$ cat src/rtl/ecu_pkg.sv
package ecu_pkg;

  // Handshake status reported by the serial arithmetic units.
  typedef struct packed {
    logic busy;
    logic done;
  } unit_status_t;

endpackage

$ cat src/rtl/elgamal_cipher_unit.sv
// ElGamal encryption and decryption modulo a configured prime.
// Input transactions arrive on the s_axis channel: tuser carries the
// operation (0 encrypt, 1 decrypt), tdata the value_a, value_b and nonce
// fields. Each input transaction produces exactly one output transaction
// on m_axis: tdata carries result_first and result_second, tuser the
// no_inverse flag. The cfg channel writes modulus, generator, private key
// and public key (indexes 0 to 3); it is always ready and should be used
// only while the unit is idle.
// One item is processed at a time. All arithmetic runs through a bit-serial
// modular multiplier and a bit-serial divider. An exponentiation costs up
// to 2*MOD_BITS such multiplications; encryption takes two exponentiations,
// and decryption one exponentiation plus three unit operations per Euclid
// step.
// A finished result sits in an output register; the next input transaction
// is accepted while it waits, and the unit stalls at the end of that item
// only if the receiver still has not taken the earlier result.
// Reset restores the configuration registers to their default values and
// empties the output register.
module elgamal_cipher_unit import ecu_pkg::*; #(
  parameter int MOD_BITS = 31
) (
  input  logic                 clk_i,
  input  logic                 rst_ni,
  input  logic                 s_axis_tvalid,
  output logic                 s_axis_tready,
  // value_a, value_b, nonce from bit 0 up, zero padded to whole bytes.
  input  logic [((3*MOD_BITS+7)/8)*8-1:0] s_axis_tdata,
  // op.
  input  logic                 s_axis_tuser,
  output logic                 m_axis_tvalid,
  input  logic                 m_axis_tready,
  // result_first, result_second from bit 0 up, zero padded to whole bytes.
  output logic [((2*MOD_BITS+7)/8)*8-1:0] m_axis_tdata,
  // no_inverse.
  output logic                 m_axis_tuser,
  input  logic                 cfg_valid,
  output logic                 cfg_ready,
  input  logic [1:0]           cfg_index_i,
  input  logic [MOD_BITS-1:0]  cfg_data_i
);

  localparam int W     = MOD_BITS;
  localparam int TDO_W = ((2*MOD_BITS+7)/8)*8;

  localparam logic [1:0] REG_MODULUS = 2'd0;
  localparam logic [1:0] REG_GEN     = 2'd1;
  localparam logic [1:0] REG_PRIV    = 2'd2;
  localparam logic [1:0] REG_PUB     = 2'd3;

  localparam logic [1:0] RET_C1   = 2'd0;
  localparam logic [1:0] RET_MASK = 2'd1;
  localparam logic [1:0] RET_S    = 2'd2;

  localparam logic [4:0] ST_IDLE    = 5'd0;
  localparam logic [4:0] ST_G_RED   = 5'd1;
  localparam logic [4:0] ST_Y_RED   = 5'd2;
  localparam logic [4:0] ST_A_RED   = 5'd3;
  localparam logic [4:0] ST_C2_MUL  = 5'd4;
  localparam logic [4:0] ST_C1_RED  = 5'd5;
  localparam logic [4:0] ST_PW_CHK  = 5'd6;
  localparam logic [4:0] ST_PW_MUL  = 5'd7;
  localparam logic [4:0] ST_PW_SQR  = 5'd8;
  localparam logic [4:0] ST_RET     = 5'd9;
  localparam logic [4:0] ST_EU_CHK  = 5'd10;
  localparam logic [4:0] ST_EU_DIV  = 5'd11;
  localparam logic [4:0] ST_EU_QM   = 5'd12;
  localparam logic [4:0] ST_EU_MUL  = 5'd13;
  localparam logic [4:0] ST_B_RED   = 5'd14;
  localparam logic [4:0] ST_INV_MUL = 5'd15;
  localparam logic [4:0] ST_OUT     = 5'd16;

  // Configuration registers.
  logic [W-1:0] modulus_q, gen_q, priv_q, pub_q;

  assign cfg_ready = 1'b1;

  always_ff @(posedge clk_i or negedge rst_ni) begin
    if (!rst_ni) begin
      modulus_q <= W'(11);
      gen_q     <= W'(2);
      priv_q    <= W'(8);
      pub_q     <= W'(3);
    end else if (cfg_valid) begin
      case (cfg_index_i)
        REG_MODULUS: modulus_q <= cfg_data_i;
        REG_GEN:     gen_q     <= cfg_data_i;
        REG_PRIV:    priv_q    <= cfg_data_i;
        REG_PUB:     pub_q     <= cfg_data_i;
        default:     modulus_q <= modulus_q;
      endcase
    end
  end

  // Sequencer registers.
  logic [4:0]   state_q, state_d;
  logic [1:0]   ret_q, ret_d;
  logic         issued_q, issued_d;
  logic [W-1:0] p_q, p_d, a_q, a_d, b_q, b_d, r_q, r_d;
  logic [W-1:0] base_q, base_d, acc_q, acc_d, e_q, e_d, tmp_q, tmp_d;
  logic [W-1:0] r0_q, r0_d, r1_q, r1_d, rn_q, rn_d, t0_q, t0_d, t1_q, t1_d;
  logic [W-1:0] res1_q, res1_d, res2_q, res2_d;
  logic         flag_q, flag_d;
  logic [W-1:0] out1_q, out1_d, out2_q, out2_d;
  logic         outf_q, outf_d, outv_q, outv_d;

  // Shared arithmetic units.
  logic         div_state, mul_state, div_start, mul_start;
  logic [W-1:0] div_num, div_den, div_quot, div_rem;
  logic [W-1:0] mul_a, mul_b, mul_y;
  logic [W-1:0] one_mod;
  unit_status_t div_st, mul_st;

  assign one_mod = W'(p_q != W'(1));

  assign div_state = (state_q inside {ST_G_RED, ST_Y_RED, ST_A_RED, ST_C1_RED,
                                      ST_EU_DIV, ST_EU_QM, ST_B_RED});
  assign mul_state = (state_q inside {ST_PW_MUL, ST_PW_SQR, ST_C2_MUL,
                                      ST_EU_MUL, ST_INV_MUL});
  assign div_start = div_state && !issued_q;
  assign mul_start = mul_state && !issued_q;

  always_comb begin
    div_num = a_q;
    div_den = p_q;
    case (state_q)
      ST_G_RED:  div_num = gen_q;
      ST_Y_RED:  div_num = pub_q;
      ST_EU_DIV: begin
        div_num = r0_q;
        div_den = r1_q;
      end
      ST_EU_QM:  div_num = tmp_q;
      ST_B_RED:  div_num = b_q;
      default:   div_num = a_q;
    endcase
  end

  always_comb begin
    mul_a = acc_q;
    mul_b = base_q;
    case (state_q)
      ST_PW_SQR:  mul_a = base_q;
      ST_C2_MUL:  mul_b = tmp_q;
      ST_EU_MUL: begin
        mul_a = tmp_q;
        mul_b = t1_q;
      end
      ST_INV_MUL: begin
        mul_a = tmp_q;
        mul_b = t0_q;
      end
      default:    mul_b = base_q;
    endcase
  end

  ecu_divmod #(.W(W)) u_div (
    .clk_i    (clk_i),
    .rst_ni   (rst_ni),
    .start_i  (div_start),
    .num_i    (div_num),
    .den_i    (div_den),
    .quot_o   (div_quot),
    .rem_o    (div_rem),
    .status_o (div_st)
  );

  ecu_mulmod #(.W(W)) u_mul (
    .clk_i    (clk_i),
    .rst_ni   (rst_ni),
    .start_i  (mul_start),
    .a_i      (mul_a),
    .b_i      (mul_b),
    .m_i      (p_q),
    .y_o      (mul_y),
    .status_o (mul_st)
  );

  logic unit_done;
  assign unit_done = (div_state && div_st.done) || (mul_state && mul_st.done);

  assign s_axis_tready = (state_q == ST_IDLE);

  always_comb begin
    state_d  = state_q;
    ret_d    = ret_q;
    issued_d = issued_q;
    p_d = p_q;  a_d = a_q;  b_d = b_q;  r_d = r_q;
    base_d = base_q;  acc_d = acc_q;  e_d = e_q;  tmp_d = tmp_q;
    r0_d = r0_q;  r1_d = r1_q;  rn_d = rn_q;  t0_d = t0_q;  t1_d = t1_q;
    res1_d = res1_q;  res2_d = res2_q;  flag_d = flag_q;
    out1_d = out1_q;  out2_d = out2_q;  outf_d = outf_q;
    outv_d = outv_q && !m_axis_tready;

    if (div_start || mul_start) begin
      issued_d = 1'b1;
    end
    if (unit_done) begin
      issued_d = 1'b0;
    end

    case (state_q)
      ST_IDLE: begin
        if (s_axis_tvalid) begin
          a_d    = s_axis_tdata[W-1:0];
          b_d    = s_axis_tdata[2*W-1:W];
          r_d    = s_axis_tdata[3*W-1:2*W];
          p_d    = modulus_q;
          res1_d = '0;
          res2_d = '0;
          flag_d = 1'b0;
          if (modulus_q == '0) begin
            state_d = ST_OUT;
          end else if (s_axis_tuser) begin
            state_d = ST_C1_RED;
          end else begin
            state_d = ST_G_RED;
          end
        end
      end
      ST_G_RED, ST_Y_RED, ST_C1_RED: begin
        if (unit_done) begin
          base_d  = div_rem;
          acc_d   = one_mod;
          e_d     = (state_q == ST_C1_RED) ? priv_q : r_q;
          ret_d   = (state_q == ST_G_RED) ? RET_C1 :
                    (state_q == ST_Y_RED) ? RET_MASK : RET_S;
          state_d = ST_PW_CHK;
        end
      end
      ST_PW_CHK: begin
        if (e_q == '0) begin
          state_d = ST_RET;
        end else if (e_q[0]) begin
          state_d = ST_PW_MUL;
        end else begin
          state_d = ST_PW_SQR;
        end
      end
      ST_PW_MUL: begin
        if (unit_done) begin
          acc_d   = mul_y;
          state_d = ST_PW_SQR;
        end
      end
      ST_PW_SQR: begin
        if (unit_done) begin
          base_d  = mul_y;
          e_d     = {1'b0, e_q[W-1:1]};
          state_d = ST_PW_CHK;
        end
      end
      ST_RET: begin
        case (ret_q)
          RET_C1: begin
            res1_d  = acc_q;
            state_d = ST_Y_RED;
          end
          RET_MASK: state_d = ST_A_RED;
          default: begin
            r0_d    = p_q;
            r1_d    = acc_q;
            t0_d    = '0;
            t1_d    = one_mod;
            state_d = ST_EU_CHK;
          end
        endcase
      end
      ST_A_RED: begin
        if (unit_done) begin
          tmp_d   = div_rem;
          state_d = ST_C2_MUL;
        end
      end
      ST_C2_MUL: begin
        if (unit_done) begin
          res2_d  = mul_y;
          state_d = ST_OUT;
        end
      end
      ST_EU_CHK: begin
        if (r1_q != '0) begin
          state_d = ST_EU_DIV;
        end else if (r0_q != W'(1)) begin
          flag_d  = 1'b1;
          state_d = ST_OUT;
        end else begin
          state_d = ST_B_RED;
        end
      end
      ST_EU_DIV: begin
        if (unit_done) begin
          tmp_d   = div_quot;
          rn_d    = div_rem;
          state_d = ST_EU_QM;
        end
      end
      ST_EU_QM: begin
        if (unit_done) begin
          tmp_d   = div_rem;
          state_d = ST_EU_MUL;
        end
      end
      ST_EU_MUL: begin
        if (unit_done) begin
          t1_d    = (t0_q >= mul_y) ? (t0_q - mul_y) : (t0_q + (p_q - mul_y));
          t0_d    = t1_q;
          r0_d    = r1_q;
          r1_d    = rn_q;
          state_d = ST_EU_CHK;
        end
      end
      ST_B_RED: begin
        if (unit_done) begin
          tmp_d   = div_rem;
          state_d = ST_INV_MUL;
        end
      end
      ST_INV_MUL: begin
        if (unit_done) begin
          res1_d  = mul_y;
          state_d = ST_OUT;
        end
      end
      ST_OUT: begin
        // Hand over once the output register is free or being emptied.
        if (!outv_q || m_axis_tready) begin
          out1_d  = res1_q;
          out2_d  = res2_q;
          outf_d  = flag_q;
          outv_d  = 1'b1;
          state_d = ST_IDLE;
        end
      end
      default: state_d = ST_IDLE;
    endcase
  end

  always_ff @(posedge clk_i or negedge rst_ni) begin
    if (!rst_ni) begin
      state_q  <= ST_IDLE;
      issued_q <= 1'b0;
      outv_q   <= 1'b0;
    end else begin
      state_q  <= state_d;
      issued_q <= issued_d;
      outv_q   <= outv_d;
    end
  end

  always_ff @(posedge clk_i) begin
    ret_q  <= ret_d;
    p_q  <= p_d;   a_q <= a_d;   b_q <= b_d;   r_q <= r_d;
    base_q <= base_d; acc_q <= acc_d; e_q <= e_d;  tmp_q <= tmp_d;
    r0_q   <= r0_d;   r1_q <= r1_d;  rn_q <= rn_d; t0_q <= t0_d; t1_q <= t1_d;
    res1_q <= res1_d; res2_q <= res2_d; flag_q <= flag_d;
    out1_q <= out1_d; out2_q <= out2_d; outf_q <= outf_d;
  end

  assign m_axis_tvalid = outv_q;
  assign m_axis_tdata  = TDO_W'({out2_q, out1_q});
  assign m_axis_tuser  = outf_q;

endmodule

$ cat src/rtl/ecu_divmod.sv
// Restoring divider, one quotient bit per cycle, most significant first.
module ecu_divmod import ecu_pkg::*; #(
  parameter int W = 31
) (
  input  logic         clk_i,
  input  logic         rst_ni,
  input  logic         start_i,
  input  logic [W-1:0] num_i,
  input  logic [W-1:0] den_i,
  output logic [W-1:0] quot_o,
  output logic [W-1:0] rem_o,
  output unit_status_t status_o
);

  localparam int CW = $clog2(W + 1);

  logic [W-1:0]  num_q, den_q, quot_q, rem_q;
  logic [CW-1:0] cnt_q;
  logic          busy_q, done_q;
  logic [W:0]    trial;
  logic          fits;

  assign trial = {rem_q, num_q[W-1]};
  assign fits  = trial >= {1'b0, den_q};

  always_ff @(posedge clk_i or negedge rst_ni) begin
    if (!rst_ni) begin
      busy_q <= 1'b0;
      done_q <= 1'b0;
      cnt_q  <= '0;
    end else begin
      done_q <= 1'b0;
      if (start_i) begin
        busy_q <= 1'b1;
        cnt_q  <= CW'(W);
      end else if (busy_q) begin
        cnt_q <= cnt_q - 1'b1;
        if (cnt_q == CW'(1)) begin
          busy_q <= 1'b0;
          done_q <= 1'b1;
        end
      end
    end
  end

  always_ff @(posedge clk_i) begin
    if (start_i) begin
      num_q  <= num_i;
      den_q  <= den_i;
      rem_q  <= '0;
      quot_q <= '0;
    end else if (busy_q) begin
      num_q  <= {num_q[W-2:0], 1'b0};
      rem_q  <= fits ? W'(trial - {1'b0, den_q}) : trial[W-1:0];
      quot_q <= {quot_q[W-2:0], fits};
    end
  end

  assign quot_o   = quot_q;
  assign rem_o    = rem_q;
  assign status_o = '{busy: busy_q, done: done_q};

endmodule

$ cat src/rtl/ecu_mulmod.sv
// Modular multiplier by double-and-add, one multiplier bit per cycle.
// Both operands must already be below the modulus.
module ecu_mulmod import ecu_pkg::*; #(
  parameter int W = 31
) (
  input  logic         clk_i,
  input  logic         rst_ni,
  input  logic         start_i,
  input  logic [W-1:0] a_i,
  input  logic [W-1:0] b_i,
  input  logic [W-1:0] m_i,
  output logic [W-1:0] y_o,
  output unit_status_t status_o
);

  localparam int CW = $clog2(W + 1);

  logic [W-1:0]  a_q, b_q, m_q, acc_q;
  logic [CW-1:0] cnt_q;
  logic          busy_q, done_q;
  logic [W:0]    acc_sum, dbl;

  assign acc_sum = {1'b0, acc_q} + {1'b0, a_q};
  assign dbl     = {a_q, 1'b0};

  always_ff @(posedge clk_i or negedge rst_ni) begin
    if (!rst_ni) begin
      busy_q <= 1'b0;
      done_q <= 1'b0;
      cnt_q  <= '0;
    end else begin
      done_q <= 1'b0;
      if (start_i) begin
        busy_q <= 1'b1;
        cnt_q  <= CW'(W);
      end else if (busy_q) begin
        cnt_q <= cnt_q - 1'b1;
        if (cnt_q == CW'(1)) begin
          busy_q <= 1'b0;
          done_q <= 1'b1;
        end
      end
    end
  end

  always_ff @(posedge clk_i) begin
    if (start_i) begin
      a_q   <= a_i;
      b_q   <= b_i;
      m_q   <= m_i;
      acc_q <= '0;
    end else if (busy_q) begin
      if (b_q[0]) begin
        acc_q <= (acc_sum >= {1'b0, m_q}) ? W'(acc_sum - {1'b0, m_q}) : acc_sum[W-1:0];
      end
      a_q <= (dbl >= {1'b0, m_q}) ? W'(dbl - {1'b0, m_q}) : dbl[W-1:0];
      b_q <= {1'b0, b_q[W-1:1]};
    end
  end

  assign y_o      = acc_q;
  assign status_o = '{busy: busy_q, done: done_q};

endmodule

$ cat config.mk
export PLATFORM = sky130hd
export DESIGN_NAME = elgamal_cipher_unit
export DESIGN_NICKNAME = d
export VERILOG_FILES = /design/src/rtl/ecu_pkg.sv /design/src/rtl/elgamal_cipher_unit.sv /design/src/rtl/ecu_divmod.sv /design/src/rtl/ecu_mulmod.sv
export SDC_FILE = /design/constraint.sdc
export NUM_CORES = 2
export LEC_CHECK = 0
export BUFFER_PORTS_ARGS = -buffer_cell sky130_fd_sc_hd__buf_2
export CAP_MARGIN = 20
export CORE_MARGIN = 1
export CORE_UTILIZATION = 60
export DETAILED_ROUTE_END_ITERATION = 6
export PLACE_DENSITY = 0.78
export SLEW_MARGIN = 20
export SYNTH_ARGS = -nofsm -noshare
export SYNTH_HDL_FRONTEND = slang
export SYNTH_SLANG_ARGS = --single-unit
export TNS_END_PERCENT = 50
$ cat constraint.sdc
create_clock -name clk_i -period 12.95 [get_ports clk_i]
set_input_delay 1.295 -clock clk_i [delete_from_list [all_inputs] [get_ports clk_i]]
set_output_delay 1.295 -clock clk_i [all_outputs]
set_load 0.03 [all_outputs]
* Yosys cells after proc, flatten, opt, wreduce, memory -nomap -nowiden
Index checks and enable logic that the tools add are counted.
** Storage, ports and cells
- Register bits :: 924
- Output and inout port bits :: 68
- Logic and storage cells :: 233
- Input port bits :: 135
** Cells by class
- Eq/ne operators :: 43
- Multiplexer cells :: 84
- Reductions and logical operators :: 52
- $lt $le $gt $ge :: 4
- Add/sub/neg operators :: 9
** Operators with widths (number)
- $mux 31 :: 28
- $pmux 31 s2 :: 10
- $pmux 31 s3 :: 2
- $pmux 31 s5 :: 1
- $sub 31x31->31 :: 5
- $ge 32x31->1 :: 3
- $mux 5 :: 17
- $pmux 5 s13 :: 1
- $logic_not 31->1 :: 2
- $ne 31x1->1 const B :: 2
- $eq 5x4->1 const B :: 8
- $add 31x31->32 :: 1
- $ne 2x2->1 const B :: 16
- $add 31x31->31 :: 1
- $ge 31x31->1 :: 1
- $reduce_bool 31->1 :: 1
- $eq 5x3->1 const B :: 4
- $mux 1 :: 19
- $reduce_and 2->1 :: 9
- $reduce_bool 2->1 :: 9
- $eq 5x1->1 const B :: 3
- $reduce_and 3->1 :: 5
- $eq 5x2->1 const B :: 2
- $reduce_and 10->1 :: 1
- 22 further kinds :: 41

* Depth between registers and ports, before layout
- Depth in word-level cells :: 6
- Mapped depth :: 21
- Gate-level depth less buffers :: 20

* Modules after synthesis
From an unflattened synthesis, not the netlist that was laid out.
** Second synthesis, totals
- Cell total of the unflattened synthesis :: 4470
- Area total of the unflattened synthesis :: 49084.6 µm²
** Modules (own cells, without submodules)
- elgamal_cipher_unit :: instances 1, area each 31779.2 µm², sequential area each 19232.2 µm², cells an instance 2647
- ecu_mulmod :: instances 1, area each 10372.4 µm², sequential area each 3588.4 µm², cells an instance 1147
- ecu_divmod :: instances 1, area each 6932.9 µm², sequential area each 3278.1 µm², cells an instance 676

* Worst setup path before layout
Ideal clock, no wire load.
- Path kind :: reg-to-reg
- Start :: reg state_q[1]
- End :: reg r0_q[0] (enable)
- Stages on the path, launching flop included :: 7
- Library setup time :: 779 ps
- Data arrival time :: 10218 ps
- Path slack :: 1954 ps
- Path buffers :: 1
- Clock period less this slack :: 10996 ps
- Cell sequence :: dfrtp_1 > buf_2 > nor4_2 > nor2_2 > nand3_1 > a22oi_2 > o21ai_0
** Between the ends
- Word-level cells in the longest chain between the ends :: 6
- Elaborated cells between the ends (all ways) :: 22
** Ends and longest elaborated chain
- from (decl) :: RTL line elgamal_cipher_unit.sv:95 : logic [4:0] state_q, state_d;
- from (signal assigned) :: RTL line elgamal_cipher_unit.sv:344 : state_q <= state_d;
- $eq 5x1->1 (tied with other cells) :: RTL line elgamal_cipher_unit.sv:115 : assign div_state = (state_q inside {ST_G_RED, ST_Y_RED, ST_A_RED, ST_C1_RED,
- $reduce_bool 7->1 or $reduce_bool 5->1 (tied branches) :: RTL line elgamal_cipher_unit.sv:115, elgamal_cipher_unit.sv:117
- $logic_and 1x1->1 :: RTL line elgamal_cipher_unit.sv:179 : assign unit_done = (div_state && div_st.done) || (mul_state && mul_st.done);
- $logic_or 1x1->1 :: RTL line elgamal_cipher_unit.sv:179
- $ne 2x2->1 (no source line)
- $reduce_and 3->1 (no source line) *
- to (signal assigned) :: RTL line elgamal_cipher_unit.sv:354 : r0_q <= r0_d; r1_q <= r1_d; rn_q <= rn_d; t0_q <= t0_d; t1_q <= t1_d;
- to (decl) :: RTL line elgamal_cipher_unit.sv:100 : logic [W-1:0] r0_q, r0_d, r1_q, r1_d, rn_q, rn_d, t0_q, t0_d, t1_q, t1_d;
Every way passes the cells marked *; elsewhere a longest branch is shown, timed or not.
A chain may end at the register's enable or synchronous reset.

* Worst setup path in the final report
- Start :: reg u_mul.acc_q[0] (netlist: u_mul.y_o[0])
- End :: reg u_mul.acc_q[14] (netlist: u_mul.y_o[14])
** Between the ends
- Word-level cells in the longest chain between the ends :: 3
- Elaborated cells between the ends (all ways) :: 4
** Ends and longest elaborated chain
- from (decl) :: RTL line ecu_mulmod.sv:18 : logic [W-1:0] a_q, b_q, m_q, acc_q;
- from (signal assigned) :: RTL line ecu_mulmod.sv:54 : acc_q <= (acc_sum >= {1'b0, m_q}) ? W'(acc_sum - {1'b0, m_q}) : acc_sum[W-1:0];
- $add 31x31->32 * :: RTL line ecu_mulmod.sv:23 : assign acc_sum = {1'b0, acc_q} + {1'b0, a_q};
- $sub 31x31->31 or $ge 32x31->1 (tied branches) :: RTL line ecu_mulmod.sv:54
- $mux 31 * :: RTL line ecu_mulmod.sv:54
Marked as above.

==> results.sh <==
export IMPL_r2r_start="u_mul.y_o[0]$_SDFFE_PP0P_"
export IMPL_p_switching_w=0.00544
export IMPL_swShare=0.410
export IMPL_cts_sinks=924
export IMPL_core_rowCount=103
export IMPL_start_util=0.610
export IMPL_power_leakage_nw=21.4
export IMPL_p_comb_frac=0.457
export IMPL_dpl_cell_area_um2=50500
export IMPL_yosysWarnings=0
export IMPL_viasPerCell=6.62
export IMPL_die_y_um=286
export IMPL_grt_overflow=0
export IMPL_antenna_found_initial=10
export IMPL_power_density_nw_per_um2=247
export IMPL_gp_congestion=1.05
export IMPL_synthFlopType="edfxtp_1"
export IMPL_cp_max_fo=26
export IMPL_endpoint_kind="flip-flop"
export IMPL_violations="DRC"
export IMPL_endpoint="u_mul.y_o[14]$_SDFFE_PP0P_"
export IMPL_timing_fmax_mhz=169
export IMPL_required_ns=13.46
export IMPL_r2r_cells=20
export IMPL_cp_start_kind="flip-flop"
export IMPL_final_setup_tns_ns=0
export IMPL_grt_pass1_vias=35800
export IMPL_fin_ws_ns=7.04
export IMPL_path_clk_slew_ns=0.06
export IMPL_cts_tree="built"
export IMPL_synth_seq_area_share=0.539
export IMPL_fin_skew_ns=0.0317
export IMPL_grt_max_degree=94
export IMPL_cts_hold_buffers_added=0
export IMPL_die_area_um2=81800
export IMPL_cp_arrival_ns=6.42
export IMPL_synth_avg_cell_area_um2=10.9
export IMPL_cp_startpoint="u_mul.y_o[0]$_SDFFE_PP0P_"
export IMPL_ir_drop_v=0.000147
export IMPL_status="finished, violations left"
export IMPL_postCtsResizedCells=0
export IMPL_syn_to_final_growth_pct=11.0
export IMPL_grt_use_total=0.370
export IMPL_cts_setup_buffers=0
export IMPL_numCtsBuffers=93
export IMPL_drive_gt1_frac=0.138
export IMPL_die_x_um=286
export IMPL_final_nets=4931
export IMPL_postLayoutCellArea_um2=53700
export IMPL_fin_crit_ns=5.91
export IMPL_async_flop_share=0.157
export IMPL_worstReg2RegEnd="u_mul.y_o[14]$_SDFFE_PP0P_"
export IMPL_drv_cap=0
export IMPL_place_inst=5526
export IMPL_wirelength_mm=152
export IMPL_stdcell_count=5709
export IMPL_antenna_left=0
export IMPL_wl_per_cell_um=26.7
export IMPL_dr_total_vias=37800
export IMPL_htree_levels=3
export IMPL_multi_input_area_um2=20600
export IMPL_ys_types=100
export IMPL_clkLatencyLatePin_ns=0.68
export IMPL_seqPwrFrac=0.330
export IMPL_grt_pass1_wl_mm=224
export IMPL_cts_root_buffer="clkbuf_16"
export IMPL_ys_ff_latch=924
export IMPL_netlist_instances=4432
export IMPL_dp_slack_ns=7.19
export IMPL_slew_violations=0
export IMPL_period_share=0.457
export IMPL_clockBufferDepth=3
export IMPL_path_class="reg -> reg"
export IMPL_rrSetupSlack_ns=7.04
export IMPL_postLayoutCoreUtil=0.677
export IMPL_pwr_share_clk=0.213
export IMPL_internal_power_w=0.00784
export IMPL_hold_class="reg -> reg"
export IMPL_drc=10
export IMPL_regArea_um2=26100
export IMPL_ios=203
export IMPL_fill_cells=5930
export IMPL_slew_headroom=0.169
export IMPL_hold_viol_final=0
export IMPL_port_buffers=196
export IMPL_tightestPinTransition_ns=1.25
export IMPL_dp_hpwl_mm=112
export IMPL_synth_area_um2=48400
export IMPL_synth_edff_count=686
export IMPL_drt_iter0_drc=4911
export IMPL_drt_first_pass_iters=7
export IMPL_rsz0062_at_grt="no"
export IMPL_core_um2=79400
export IMPL_finalSetupViolCount=0
==> cell usage in the layout (no fill, tap or decap), drive strengths merged, types with 51 or more instances in the layout <==
| cell type | synthesis | final |
|---|---|---|
| dfxtp | 93 | 93 |
| nand3 | 90 | 90 |
| inv | 274 | 278 |
| buf | 51 | 255 |
| and2 | 51 | 51 |
| clkbuf | 160 | 132 |
| edfxtp | 686 | 686 |
| a31oi | 100 | 100 |
| dfrtp | 138 | 138 |
| xnor2 | 90 | 90 |
| a21oi | 193 | 193 |
| mux2i | 80 | 80 |
| mux2 | 160 | 160 |
| nor2 | 303 | 303 |
| a211oi | 51 | 51 |
| a21o | 96 | 96 |
| nand2 | 500 | 500 |
| nor3 | 65 | 65 |
| o21ai | 312 | 312 |
| ha | 189 | 189 |
==> cells by family (layout without fill, tap and decap cells) <==
logic type / after synthesis / in the layout / synth area share
AND/OR/NAND/NOR: 1276 / 1276 / 0.122
flip-flops: 924 / 924 / 0.539
other: 2 / 9 / 0.000155
XOR/XNOR: 131 / 131 / 0.0237
multiplexers: 240 / 240 / 0.0538
AO/OA/AOI/OAI: 1150 / 1150 / 0.159
adder cells (fa/ha/maj): 224 / 224 / 0.0633
buffers and inverters: 485 / 705 / 0.0387
==> how the worst min path moves through the flow <==
stage / depth (start not counted) / slack [ns] / endpoint / start
after floorplan: 0 / 0.40 / m_axis_tuser$_DFFE_PP_ / flag_q$_DFFE_PP_
after global placement: 0 / 0.40 / out1_q[21]$_DFFE_PP_ / res1_q[21]$_DFFE_PP_
after detailed placement: 0 / 0.40 / out2_q[5]$_DFFE_PP_ / res2_q[5]$_SDFFCE_PP0P_
after CTS: 0 / 0.41 / out1_q[23]$_DFFE_PP_ / res1_q[23]$_DFFE_PP_
after global routing: 0 / 0.42 / out2_q[28]$_DFFE_PP_ / res2_q[28]$_SDFFCE_PP0P_
final: 0 / 0.42 / out2_q[28]$_DFFE_PP_ / res2_q[28]$_SDFFCE_PP0P_
==> power groups by stage <==
stage | Clock, W | Combinational, W | Sequential, W
after floorplan | 0 | 0.00446 | 0.00418
after global placement | 0 | 0.00580 | 0.00440
after detailed placement | 0 | 0.00587 | 0.00442
after CTS | 0.00284 | 0.00593 | 0.00436
after global routing | 0.00295 | 0.00660 | 0.00442
final | 0.00283 | 0.00606 | 0.00439
==> synthesized netlist by cell type, types with 93 or more instances <==
cell type,count,area (µm²)
edfxtp_1,686,20600
nand2_1,500,1880
o21ai_0,303,1520
nor2_1,300,1130
inv_1,272,1020
a21oi_1,189,946
ha_1,189,2360
mux2_2,160,1800
clkbuf_1,158,593
dfrtp_1,138,3450
a31oi_1,100,626
a21o_1,96,721
dfxtp_1,93,1860
==> metrics by stage <==
step / power, W / hold slack [ns]
floorplan: 0.00864 / 0.400
global placement: 0.0102 / 0.401
detailed placement: 0.0103 / 0.405
CTS: 0.0131 / 0.414
global route: 0.0140 / 0.423
finish: 0.0133 / 0.420
==> cell type report <==
type	instances	area share
multi-input cells	3024	0.383
diodes	6	0.000279
flip-flops and latches	924	0.486
clock buffers	132	0.0481
inverters	274	0.0192
clock inverters	44	0.0117
repair buffers	255	0.0270
well taps	1050	0.0245
==> worst max-delay path, cell delays in order (launching register included) <==
cell	delay (ns)
dfxtp_1	0.46
ha_1	0.31
fa_1	0.44
a211o_1	0.32
o211ai_1	0.14
o211ai_1	0.28
nand4_1	0.29
a31oi_1	0.15
or3_1	0.37
a21oi_1	0.21
xnor2_1	0.15
ha_1	0.39
and3_1	0.21
nand2_1	0.06
inv_1	0.08
nand4_1	0.20
a211oi_4	0.56
or2_1	0.31
buf_4	0.40
mux2i_1	0.29
a211oi_1	0.10
==> per-layer routing <==
| layer | wire length (µm) | share of wire | track usage | vias to the layer above |
|---|---|---|---|---|
| met4 | 7210 | 0.047 | 0.164 | 6 |
| met5 | 33 | 0.00022 | 0 | - |
| met2 | 68600 | 0.45 | 0.573 | 2326 |
| li1 | - | - | - | 16700 |
| met3 | 17400 | 0.11 | 0.0683 | 335 |
| met1 | 59100 | 0.39 | 0.510 | 18400 |
Note: power is estimated with default switching activity, not from simulation.
